### src/rtl/core/sssd_pkg.sv
package sssd_pkg;

    localparam int unsigned OP_W       = 2;
    localparam int unsigned DIGIT_IDX_W = 3;
    localparam int unsigned CHAR_W     = 8;
    localparam int unsigned SEG_W      = 8;
    localparam int unsigned ENABLE_W   = 6;

    typedef enum logic [OP_W-1:0] {
        OP_WRITE = 2'd0,
        OP_TICK  = 2'd1,
        OP_CLEAR = 2'd2
    } op_t;

    typedef struct packed {
        op_t                    op;
        logic [DIGIT_IDX_W-1:0] digit_index;
        logic [CHAR_W-1:0]      ascii_code;
    } req_t;

    // segment bit0 a .. bit6 g, bit7 dot
    function automatic logic [SEG_W-1:0] glyph_of(input logic [CHAR_W-1:0] code);
        logic [SEG_W-1:0] seg;
        begin
            unique case (code)
                8'h62:   seg = 8'h7C; // b
                8'h63:   seg = 8'h58; // c
                8'h64:   seg = 8'h5E; // d
                8'h68:   seg = 8'h74; // h
                8'h6E:   seg = 8'h54; // n
                8'h6F:   seg = 8'h5C; // o
                8'h72:   seg = 8'h50; // r
                8'h74:   seg = 8'h78; // t
                8'h75:   seg = 8'h1C; // u
                8'h41:   seg = 8'h77; // A
                8'h43:   seg = 8'h39; // C
                8'h45:   seg = 8'h79; // E
                8'h46:   seg = 8'h71; // F
                8'h48:   seg = 8'h76; // H
                8'h4A:   seg = 8'h0E; // J
                8'h4C:   seg = 8'h38; // L
                8'h50:   seg = 8'h73; // P
                8'h55:   seg = 8'h3E; // U
                8'h59:   seg = 8'h6E; // Y
                8'h30:   seg = 8'h3F;
                8'h31:   seg = 8'h06;
                8'h32:   seg = 8'h5B;
                8'h33:   seg = 8'h4F;
                8'h34:   seg = 8'h66;
                8'h35:   seg = 8'h6D;
                8'h36:   seg = 8'h7D;
                8'h37:   seg = 8'h07;
                8'h38:   seg = 8'h7F;
                8'h39:   seg = 8'h6F;
                8'h2D:   seg = 8'h40; // dash
                default: seg = 8'h00;
            endcase
            return seg;
        end
    endfunction

endpackage

### src/rtl/core/sssd_req_if.sv
interface sssd_req_if;
    logic                             valid;
    logic                             ready;
    logic [sssd_pkg::OP_W-1:0]        op;
    logic [sssd_pkg::DIGIT_IDX_W-1:0] digit_index;
    logic [sssd_pkg::CHAR_W-1:0]      ascii_code;

    modport source (output valid, output op, output digit_index, output ascii_code,
                    input ready);
    modport sink   (input valid, input op, input digit_index, input ascii_code,
                    output ready);
endinterface

### src/rtl/core/sssd_rsp_if.sv
interface sssd_rsp_if;
    logic                          valid;
    logic                          ready;
    logic [sssd_pkg::ENABLE_W-1:0] digit_enable;
    logic [sssd_pkg::SEG_W-1:0]    segment_lines;

    modport source (output valid, output digit_enable, output segment_lines, input ready);
    modport sink   (input valid, input digit_enable, input segment_lines, output ready);
endinterface

### src/rtl/core/seven_segment_scan_driver.sv
// multiplexed seven-segment panel driver, one digit lit at a time
// req channel: op 0 writes the glyph of ascii_code into digit digit_index
//   (indexes of DIGITS or more are dropped), op 1 is a scan tick that
//   moves to the next digit and lights it if its pattern is not blank,
//   op 2 blanks every digit and drives all lines low, op 3 does nothing
// rsp channel: one response per request, carrying digit_enable and
//   segment_lines as they stand after that request
// path: an accepted request is held in the input register, then the
//   response register takes the pin levels
// throughput: one request per cycle while the receiver takes responses;
//   the pattern store, scan position and pin registers are all updated
//   together as the core takes a request from the input register
// reset: pattern store blank, scan position zero, all lines low, no
//   response pending
// receiver stall: the response register holds its value and one more
//   request waits in the input register; req.ready drops only when both
//   are full
module seven_segment_scan_driver #(
    parameter int unsigned DIGITS = 6
) (
    input  logic       clk,
    input  logic       rst_n,
    sssd_req_if.sink   req,
    sssd_rsp_if.source rsp
);
    import sssd_pkg::*;

    logic req_valid;
    logic req_take;
    req_t req_item;

    sssd_in_stage u_in_stage (
        .clk            (clk),
        .rst_n          (rst_n),
        .in_valid       (req.valid),
        .in_ready       (req.ready),
        .in_op          (req.op),
        .in_digit_index (req.digit_index),
        .in_ascii_code  (req.ascii_code),
        .req_valid      (req_valid),
        .req            (req_item),
        .req_take       (req_take)
    );

    sssd_core #(
        .DIGITS (DIGITS)
    ) u_core (
        .clk           (clk),
        .rst_n         (rst_n),
        .req_valid     (req_valid),
        .req           (req_item),
        .req_take      (req_take),
        .out_valid     (rsp.valid),
        .out_ready     (rsp.ready),
        .digit_enable  (rsp.digit_enable),
        .segment_lines (rsp.segment_lines)
    );

endmodule

### src/rtl/core/sssd_in_stage.sv
module sssd_in_stage (
    input  logic                             clk,
    input  logic                             rst_n,
    input  logic                             in_valid,
    output logic                             in_ready,
    input  logic [sssd_pkg::OP_W-1:0]        in_op,
    input  logic [sssd_pkg::DIGIT_IDX_W-1:0] in_digit_index,
    input  logic [sssd_pkg::CHAR_W-1:0]      in_ascii_code,
    output logic                             req_valid,
    output sssd_pkg::req_t                   req,
    input  logic                             req_take
);
    import sssd_pkg::*;

    logic valid_reg;
    logic valid_next;
    req_t req_reg;

    assign in_ready  = !valid_reg || req_take;
    assign req_valid = valid_reg;
    assign req       = req_reg;

    always_comb
    begin
        valid_next = valid_reg;
        if (in_valid && in_ready)
        begin
            valid_next = 1'b1;
        end
        else if (req_take)
        begin
            valid_next = 1'b0;
        end
    end

    always_ff @(posedge clk or negedge rst_n)
    begin
        if (!rst_n)
        begin
            valid_reg <= 1'b0;
        end
        else
        begin
            valid_reg <= valid_next;
        end
    end

    always_ff @(posedge clk)
    begin
        if (in_valid && in_ready)
        begin
            req_reg.op          <= op_t'(in_op);
            req_reg.digit_index <= in_digit_index;
            req_reg.ascii_code  <= in_ascii_code;
        end
    end

endmodule

### src/rtl/core/sssd_core.sv
module sssd_core #(
    parameter int unsigned DIGITS = 6
) (
    input  logic                          clk,
    input  logic                          rst_n,
    input  logic                          req_valid,
    input  sssd_pkg::req_t                req,
    output logic                          req_take,
    output logic                          out_valid,
    input  logic                          out_ready,
    output logic [sssd_pkg::ENABLE_W-1:0] digit_enable,
    output logic [sssd_pkg::SEG_W-1:0]    segment_lines
);
    import sssd_pkg::*;

    localparam int unsigned IDX_W = (DIGITS > 1) ? $clog2(DIGITS) : 1;

    logic [SEG_W-1:0]    store_reg [DIGITS];
    logic [IDX_W-1:0]    pos_reg;
    logic [IDX_W-1:0]    pos_next;
    logic [SEG_W-1:0]    seg_pins_reg;
    logic [SEG_W-1:0]    seg_pins_next;
    logic [ENABLE_W-1:0] en_pins_reg;
    logic [ENABLE_W-1:0] en_pins_next;
    logic                out_valid_reg;
    logic                out_valid_next;
    logic                write_hit;
    logic                clear_all;
    logic [IDX_W-1:0]    write_idx;
    logic [SEG_W-1:0]    write_glyph;
    logic [SEG_W-1:0]    next_pattern;

    assign req_take      = req_valid && (!out_valid_reg || out_ready);
    assign out_valid     = out_valid_reg;
    assign digit_enable  = en_pins_reg;
    assign segment_lines = seg_pins_reg;

    assign write_idx    = req.digit_index[IDX_W-1:0];
    assign write_glyph  = glyph_of(req.ascii_code);
    assign pos_next     = (pos_reg == IDX_W'(DIGITS - 1)) ? '0 : IDX_W'(pos_reg + 1'b1);
    assign next_pattern = store_reg[pos_next];

    always_comb
    begin
        seg_pins_next = seg_pins_reg;
        en_pins_next  = en_pins_reg;
        write_hit     = 1'b0;
        clear_all     = 1'b0;
        unique case (req.op)
            OP_WRITE:
            begin
                write_hit = ({1'b0, req.digit_index} < (DIGIT_IDX_W + 1)'(DIGITS));
            end
            OP_TICK:
            begin
                en_pins_next = en_pins_reg & ~(ENABLE_W'(1) << pos_reg);
                if (next_pattern != '0)
                begin
                    seg_pins_next = next_pattern;
                    en_pins_next  = en_pins_next | (ENABLE_W'(1) << pos_next);
                end
            end
            OP_CLEAR:
            begin
                clear_all     = 1'b1;
                seg_pins_next = '0;
                en_pins_next  = '0;
            end
            default:
            begin
                seg_pins_next = seg_pins_reg;
            end
        endcase
    end

    always_comb
    begin
        out_valid_next = out_valid_reg;
        if (req_take)
        begin
            out_valid_next = 1'b1;
        end
        else if (out_ready)
        begin
            out_valid_next = 1'b0;
        end
    end

    always_ff @(posedge clk or negedge rst_n)
    begin
        if (!rst_n)
        begin
            for (int i = 0; i < DIGITS; i++)
            begin
                store_reg[i] <= '0;
            end
            pos_reg       <= '0;
            seg_pins_reg  <= '0;
            en_pins_reg   <= '0;
            out_valid_reg <= 1'b0;
        end
        else
        begin
            out_valid_reg <= out_valid_next;
            if (req_take)
            begin
                seg_pins_reg <= seg_pins_next;
                en_pins_reg  <= en_pins_next;
                if (req.op == OP_TICK)
                begin
                    pos_reg <= pos_next;
                end
                if (clear_all)
                begin
                    for (int i = 0; i < DIGITS; i++)
                    begin
                        store_reg[i] <= '0;
                    end
                end
                else if (write_hit)
                begin
                    store_reg[write_idx] <= write_glyph;
                end
            end
        end
    end

    // at most one digit lit at a time
    a_one_digit_lit: assert property (@(posedge clk) disable iff (!rst_n)
        $onehot0(en_pins_reg))
        else $error("more than one digit enabled");

    a_pos_in_range: assert property (@(posedge clk) disable iff (!rst_n)
        ({1'b0, pos_reg} < (IDX_W + 1)'(DIGITS)))
        else $error("scan position past last digit");

    // a lit digit always has a nonzero pattern on the lines
    a_lit_not_blank: assert property (@(posedge clk) disable iff (!rst_n)
        (en_pins_reg != '0) |-> (seg_pins_reg != '0))
        else $error("digit enabled with blank segments");

    a_clear_result: assert property (@(posedge clk) disable iff (!rst_n)
        (req_take && req.op == OP_CLEAR) |=> (en_pins_reg == '0 && seg_pins_reg == '0))
        else $error("clear request left lines driven");

endmodule

### src/flat_wrapper.sv
// flat-port wrapper written by rule: the top's interface ports become plain ports
module seven_segment_scan_driver_flat import sssd_pkg::*;
#(
    parameter int unsigned DIGITS = 6
)
  (clk, rst_n, req_valid, req_op, req_digit_index, req_ascii_code, req_ready, rsp_valid, rsp_digit_enable, rsp_segment_lines, rsp_ready);
  sssd_req_if req_i ();
  sssd_rsp_if rsp_i ();
  input  logic clk;
  input  logic rst_n;
  input wire logic [$bits(req_i.valid)-1:0] req_valid;
  input wire logic [$bits(req_i.op)-1:0] req_op;
  input wire logic [$bits(req_i.digit_index)-1:0] req_digit_index;
  input wire logic [$bits(req_i.ascii_code)-1:0] req_ascii_code;
  output wire logic [$bits(req_i.ready)-1:0] req_ready;
  output wire logic [$bits(rsp_i.valid)-1:0] rsp_valid;
  output wire logic [$bits(rsp_i.digit_enable)-1:0] rsp_digit_enable;
  output wire logic [$bits(rsp_i.segment_lines)-1:0] rsp_segment_lines;
  input wire logic [$bits(rsp_i.ready)-1:0] rsp_ready;
  assign req_i.valid = req_valid;
  assign req_i.op = req_op;
  assign req_i.digit_index = req_digit_index;
  assign req_i.ascii_code = req_ascii_code;
  assign req_ready = req_i.ready;
  assign rsp_valid = rsp_i.valid;
  assign rsp_digit_enable = rsp_i.digit_enable;
  assign rsp_segment_lines = rsp_i.segment_lines;
  assign rsp_i.ready = rsp_ready;
  seven_segment_scan_driver #(.DIGITS(DIGITS)) u_core (.clk(clk), .rst_n(rst_n), .req(req_i), .rsp(rsp_i));
endmodule
### config.mk
export PLATFORM = sky130hd
export DESIGN_NAME = seven_segment_scan_driver_flat
export DESIGN_NICKNAME = d
export VERILOG_FILES = /design/src/rtl/core/sssd_pkg.sv /design/src/rtl/core/sssd_req_if.sv /design/src/rtl/core/sssd_rsp_if.sv /design/src/rtl/core/seven_segment_scan_driver.sv /design/src/rtl/core/sssd_in_stage.sv /design/src/rtl/core/sssd_core.sv /design/src/flat_wrapper.sv
export SDC_FILE = /design/constraint.sdc
export NUM_CORES = 1
export LEC_CHECK = 0
export BUFFER_PORTS_ARGS = -buffer_cell sky130_fd_sc_hd__buf_2
export CAP_MARGIN = 20
export CORE_MARGIN = 2
export CORE_UTILIZATION = 60
export DETAILED_ROUTE_END_ITERATION = 16
export GPL_ROUTABILITY_DRIVEN = 0
export PLACE_DENSITY = 0.88
export RECOVER_POWER = 25
export SLEW_MARGIN = 30
export SYNTH_ARGS = -nofsm -noshare
export SYNTH_HDL_FRONTEND = slang
export SYNTH_SLANG_ARGS = --single-unit
### constraint.sdc
create_clock -name clk -period 3.3 [get_ports clk]
set_clock_uncertainty 0.2 [all_clocks]
set_input_delay 0.165 -clock clk [delete_from_list [all_inputs] [get_ports clk]]
set_output_delay 0.165 -clock clk [all_outputs]
set_load 0.01 [all_outputs]
==> impl_metrics.tcl, run 1 <==
set metrics [dict create \
    firstDrtPassIters 6 \
    cpPeakStageDelay_ns 0.52 \
    numPortBuffers 32 \
    yosys_warnings 0 \
    report.final.slew_viol_count 0 \
    synth_fa_ha_area_share_pct 2.82 \
    ios 33 \
    die_area_um2 8870 \
    setup_viol 0 \
    layout-drive-gt1-share_pct 10.8 \
    p_total_mw 3.49 \
    synth.distinct_cells 76 \
    wire_per_inst_um 18.8 \
    crit_buf_inv 3 \
    end_kind "flop" \
    grtUsageTotal_pct 31.1 \
    combPwrFrac_pct 40.8 \
    tightest_slew_ns 1.18 \
    cts_tree "built" \
    synthCells 551 \
    antenna_found_initial 0 \
    peakVddDrop_uv 340 \
    grt_max_degree 40 \
    arrival_ns 3.03 \
    fin_setup_tns_ns 0 \
    synth_top_family_by_area "compound AO/OA/AOI/OAI gates" \
    p_int_mw 2.15 \
    vias_per_cell 6.68 \
    largest_reg_flops 42 \
    dieWidth_um 94.2 \
    n_antenna_cell 0 \
    dp.final_hpwl_um 9200 \
    layout.nets 615 \
    swShare_pct 38.4 \
    fin_crit_sh_pct 91.0 \
    grt_pass1_wl_um 21400 \
    num-fill-cells 620 \
    drv_cap 0 \
    cts_root_buf "clkbuf_8" \
    outcome "completed" \
    cts.sinks 81 \
    die_h_um 94.2 \
    crit_family "compound AO/OA/AOI/OAI gates" \
    path_max_fanout 11 \
    crit_chain "dlygate4sd3_1 > clkbuf_1 > and3b_4 > o211ai_2 > inv_1 > ha_1 > o31ai_1 > a21oi_1 > o221ai_1 > o211ai_1" \
    relSlewSlack_pct 21.0 \
    synth_xor_area_share_pct 0.898 \
    final_cell_mix "nand2_1 (89), o21ai_0 (70), dfrtp_1 (61)" \
    hold_violations 0 \
    ys_ff_latch 81 \
    synth_area_per_cell_um2 8.85 \
    clkLatencyLatePin_ns 0.35 \
    routed_wl_um 13000 \
    drt_iter0_markers 444 \
    switchingPower_mw 1.34 \
    worstSetupPathType "input port to flop" \
    synth-simple-area-share_pct 20.9 \
    p_per_area_nw_per_um2 642 \
    clk_pin_slew_ns 0.09 \
    gr-total-overflow 0 \
    p_seq_share_pct 34.4 \
    dominantRegCellSynth "dfrtp_1" \
    min_path_type "input port to flop" \
    clock.fmax_mhz 333 \
    clkPwrFrac_pct 24.8 \
    p_leak_nw 2.26 \
    post-route-min-period_ns 3.00 \
    synthMuxAreaShare_pct 1.05 \
    critPathLaunchType "input port" \
    num_vias 4637 \
    htree_levels 3 \
    netlist_area_um2 4880 \
    rows 32 \
    cts_inserted_buffers 9 \
    mostFrequentLayoutCell "nand2_1" \
    drc 0 \
    slowest_stage "dlygate4sd3_1" \
    synthToLayoutAreaGrowth_pct 11.4 \
    synth_edf_count 13 \
    synth_compound_area_share_pct 27.8 \
    syn_nets 579 \
    async_reset_ff_share_pct 75.3 \
    ant_nets 0 \
    grt_pass1_vias 4244 \
    yosysSeqAreaShare_pct 42.2 \
    ctsLongestPathBuffers 2 \
    rsz0062_at_grt "no" \
    required_ns 3.32 \
    initial_core_util_pct 62.5 \
    fp.coreArea_um2 7810 \
]
## final cells by class
type                    instances  area, um^2  share of cell area [%]
clock buffers                  11         131                    2.42
clock inverters                 5         104                    1.91
inverters                      17        66.3                    1.22
multi-input cells             424        2610                    47.9
flip-flops and latches         81        2060                    37.8
well taps                     102         128                    2.35
repair buffers                 54         344                    6.33
## synth_stat cells, types with 3 or more instances
| library cell | instances | area (um^2) |
|---|---|---|
| and2_1 | 5 | 31.3 |
| o31ai_1 | 7 | 52.6 |
| inv_2 | 4 | 15.0 |
| o21a_1 | 3 | 22.5 |
| a211o_1 | 6 | 52.6 |
| nand4b_1 | 3 | 26.3 |
| dfrtp_1 | 61 | 1530 |
| dfxtp_1 | 7 | 140 |
| a211oi_1 | 4 | 30.0 |
| nand4_1 | 8 | 50.1 |
| mux2i_1 | 4 | 40.0 |
| nand3b_1 | 4 | 30.0 |
| o211ai_2 | 3 | 37.5 |
| nor2_1 | 27 | 101 |
| xnor2_1 | 3 | 26.3 |
| a21oi_1 | 27 | 135 |
| o41ai_1 | 3 | 26.3 |
| o211ai_1 | 9 | 67.6 |
| buf_2 | 14 | 70.1 |
| a22o_1 | 10 | 87.6 |
| a32o_1 | 4 | 40.0 |
| a31oi_1 | 3 | 18.8 |
| o22ai_1 | 3 | 18.8 |
| nor3b_1 | 6 | 45.0 |
| ha_1 | 11 | 138 |
| nor2b_1 | 10 | 62.6 |
| inv_1 | 12 | 45.0 |
| o21ai_1 | 11 | 55.1 |
| nand2_1 | 89 | 334 |
| o21ai_0 | 70 | 350 |
| nand2b_1 | 13 | 81.3 |
| a22oi_1 | 9 | 67.6 |
| nand3_1 | 11 | 55.1 |
| nor3_1 | 8 | 40.0 |
| and4b_1 | 3 | 30.0 |
| edfxtp_1 | 13 | 390 |
| clkbuf_1 | 11 | 41.3 |
## timing repair
action                    4_1_cts  5_1_grt
resized for setup               0        0
hold buffers                   15        0
setup buffers                   0        0
hold endpoints to repair       36        0
## kinds of logic (layout without fill, tap and decap cells)
family	after synthesis	after routing
xor gates and xnor gates	5	5
adders and majority gates	11	11
buffers and inverters	46	87
muxes	5	5
and+or+nand+nor	201	201
DFF	81	81
AOI/OAI and AO/OA	202	202
## worst min-delay path, cell delays in order
cell,delay [ns]
buf_2,0.23
inv_2,0.18
nand2_1,0.07
## path summary, 6_finish.rpt
check	from	slack, ns	end	cells past startpoint
max	rsp_ready	0.30	flop	10
min	req_valid	0.13	u_core.u_in_stage.req_valid$_DFFE_PN0P_	3
max reg2reg	u_core.u_in_stage.req_valid$_DFFE_PN0P_	0.35	flop	8
min reg2reg	u_core.u_core.store_reg[16]$_DFFE_PN0P_	0.28	u_core.u_core.store_reg[16]$_DFFE_PN0P_	2
max in group asynchronous	rst_n	1.40	u_core.u_core.store_reg[10]$_DFFE_PN0P_	3
min in group asynchronous	rst_n	0.36	u_core.u_core.store_reg[45]$_DFFE_PN0P_	2
## routing by layer
metal	share of wire (%)	track usage, %
met1	40	40.9
met2	49	50.8
met3	7.5	5.06
met4	3.7	13.0
met5	0	0
## power by group through the flow
stage | clock network, mW | registers [mW] | logic, mW
4_1_cts | 0.864 | 1.20 | 1.40
5_1_grt | 0.909 | 1.22 | 1.55
3_3_place_gp | 0 | 1.22 | 1.32
3_5_place_dp | 0 | 1.22 | 1.36
6_report | 0.865 | 1.20 | 1.42
2_1_floorplan | 0 | 1.24 | 0.997
## through the flow
step	worst slack (ns)	cells	util, %	instance area (um^2)	hold slack (ns)
2_1_floorplan	0.700	551	-	4880	-0.331
3_3_place_gp	0.532	663	64.9	5070	-0.0479
3_5_place_dp	0.468	663	64.9	5070	-0.0364
4_1_cts	0.338	694	69.9	5460	0.116
5_1_grt	0.120	694	69.6	5440	0.150
6_report	0.296	694	69.6	5440	0.126
(Power assumes the default switching activity.)
==> run 2, diff against run 1 <==
BUFFER_PORTS_ARGS = -buffer_cell sky130_fd_sc_hd__buf_4   (was -buffer_cell sky130_fd_sc_hd__buf_2)
CELL_PAD_IN_SITES_DETAIL_PLACEMENT = 2   (was default)
CELL_PAD_IN_SITES_GLOBAL_PLACEMENT = 2   (was default)
CORE_UTILIZATION = 38   (was 60)
PLACE_DENSITY = 0.89   (was 0.88)
clock period = 2.89 ns   (was 3.3 ns; I/O delays follow)
==> run 2 against run 1 <==
The run now ends with max-capacitance violations, max-slew violations left. Die area is 55% higher. Clock power is 42% higher. Setup slack worse by 0.19 ns. Via count is 1.0% lower. Sequential cell count stayed put. Total power is 29% higher. Count of clock-buffer cells in the layout is 3 higher. First-iteration DRC count is 46% lower. Combinational power is 33% higher. Global-route usage is 3.6 points lower. Worst hold slack worse by 0.061 ns. Utilization is 24 points lower. Largest power group unchanged.
==> impl_metrics.tcl, run 2 (synthesis results as in run 1) <==
set metrics [dict create \
    ios 33 \
    clk_pin_slew_ns 0.07 \
    numPortBuffers 32 \
    clkLatencyLatePin_ns 0.35 \
    initial_core_util_pct 38.8 \
    required_ns 2.93 \
    min_path_type "input port to flop" \
    ctsLongestPathBuffers 2 \
    dp.final_hpwl_um 13300 \
    grt_pass1_vias 5208 \
    cts_inserted_buffers 9 \
    layout-drive-gt1-share_pct 12.7 \
    multi_input_area_um2 2640 \
    worstSetupPathType "flop to flop" \
    ant_nets 0 \
    final_cell_mix "nand2_1 (89), o21ai_0 (70), dfrtp_1 (61)" \
    path_max_fanout 11 \
    cpPeakStageDelay_ns 0.39 \
    die_area_um2 13800 \
    fin_crit_sh_pct 96.4 \
    holdPathStages 3 \
    critPathLaunchType "flop" \
    cts.sinks 81 \
    gr-total-overflow 0 \
    post-route-min-period_ns 2.78 \
    hold_slack_ns 0.0656 \
    cts_tree "built" \
    wire_per_inst_um 23.6 \
    fin_ws_ns 0.105 \
    peakVddDrop_uv 389 \
    num-fill-cells 1383 \
    p_per_area_nw_per_um2 782 \
    vias_per_cell 5.91 \
    clock.fmax_mhz 359 \
    hold_violations 0 \
    fp.coreArea_um2 12600 \
    rr_endpoint "u_core.u_core.segment_lines[4]$_DFFE_PN0P_" \
    drv_cap 1 \
    utilization_pct 45.8 \
    arrival_ns 2.83 \
    die_h_um 117 \
    r2r_start "u_core.u_core.pos_reg[0]$_DFFE_PN0P_" \
    grt_pass1_wl_um 29500 \
    n_antenna_cell 0 \
    tightest_slew_ns 1.55 \
    ff2ff_setup_slack_ns 0.11 \
    antenna_found_initial 0 \
    drc 0 \
    crit_chain "and2_2 > ha_1 > buf_4 > clkinvlp_4 > a22oi_2 > o211ai_1 > nand4_1 > o21ai_4 > a22o_1" \
    drt_iter0_markers 238 \
    mostFrequentLayoutCell "nand2_1" \
    grt_max_degree 62 \
    layout.nets 627 \
    min_from "req_valid" \
    end_kind "flop" \
    setup_viol 0 \
    synthToLayoutAreaGrowth_pct 17.9 \
    cts_root_buf "clkbuf_16" \
    p_total_mw 4.50 \
    firstDrtPassIters 5 \
    relSlewSlack_pct -3.30 \
    slowest_stage "dfrtp_1" \
    routed_wl_um 18300 \
    crit_buf_inv 2 \
    rows 41 \
    whs_endpoint "u_core.u_in_stage.req_valid$_DFFE_PN0P_" \
    regArea_um2 2060 \
    dieWidth_um 117 \
    crit_family "compound AO/OA/AOI/OAI gates" \
    p_leak_nw 2.34 \
    outcome "finished, violations left" \
    htree_levels 3 \
    reg2reg_depth 9 \
    num_vias 4589 \
    grtUsageTotal_pct 27.4 \
    violations "max-capacitance violations, max-slew violations" \
    largest_reg_flops 42 \
    report.final.slew_viol_count 62 \
    place_ws_ns 0.0708 \
]
## run 2: cell count changes in the layout (fill, tap and decap cells not counted), moves of 6 or more
cell,delta
buf_4,+14
clkbuf_1,+6
clkbuf_16,+11
buf_2,-17
clkbuf_8,-7
clkbuf_4,+6
## run 2: stage by stage
step,TNS [ns],area (um^2),instances
after floorplan,0,4880,551
after detailed placement,0,5290,740
after global placement,0,5290,740
after global routing,-0.0520,5750,776
after CTS,0,5760,771
final,0,5750,776
## run 2: what timing repair did
action	4_1_cts	5_1_grt
hold endpoints to repair	75	0
endpoints found under the setup margin	0	20
setup buffers	0	5
hold buffers	15	0
resized for setup	0	9
## run 2: report_power, final
group,switching [mW],internal [mW]
Combinational,1.23,0.658
Sequential,0.0919,1.29
Clock,0.489,0.737
## run 2: cell type report
class                           count  area share [%]
Clock inverter                      2           0.261
Timing Repair Buffer               66            7.85
Tap cell                          172            3.74
Inverter                           17            1.22
Sequential cell                    81            35.8
Clock buffer                       14            5.33
Multi-Input combinational cell    424            45.8
## run 2: metal layers
layer	track usage, %	vias up	part of all wire (%)
li1	-	2111	-
met1	31.0	2331	39
met2	50.5	107	54
met3	3.40	40	2.9
met4	14.1	0	4.1
met5	0	-	0
## run 2: tightest hold or removal path: cells and delay by family
family / cells / cell delay [ns]
buffers and inverters: 2 / 0.35
AND/OR/NAND/NOR: 1 / 0.07
## run 2: how the worst max path moves through the flow
| stage | start | endpoint | slack [ns] | cells after the start |
|---|---|---|---|---|
| floorplan | u_core.u_core.out_valid$_DFFE_PN0P_ | flop | 0.29 | 12 |
| global placement | u_core.u_core.out_valid$_DFFE_PN0P_ | flop | 0.25 | 11 |
| detailed placement | u_core.u_core.out_valid$_DFFE_PN0P_ | flop | 0.07 | 11 |
| CTS | u_core.u_core.pos_reg[0]$_DFFE_PN0P_ | u_core.u_core.digit_enable[0]$_DFFE_PN0P_ | 0.03 | 8 |
| global route | u_core.u_core.out_valid$_DFFE_PN0P_ | flop | -0.03 | 10 |
| finish | u_core.u_core.pos_reg[0]$_DFFE_PN0P_ | u_core.u_core.segment_lines[4]$_DFFE_PN0P_ | 0.11 | 9 |
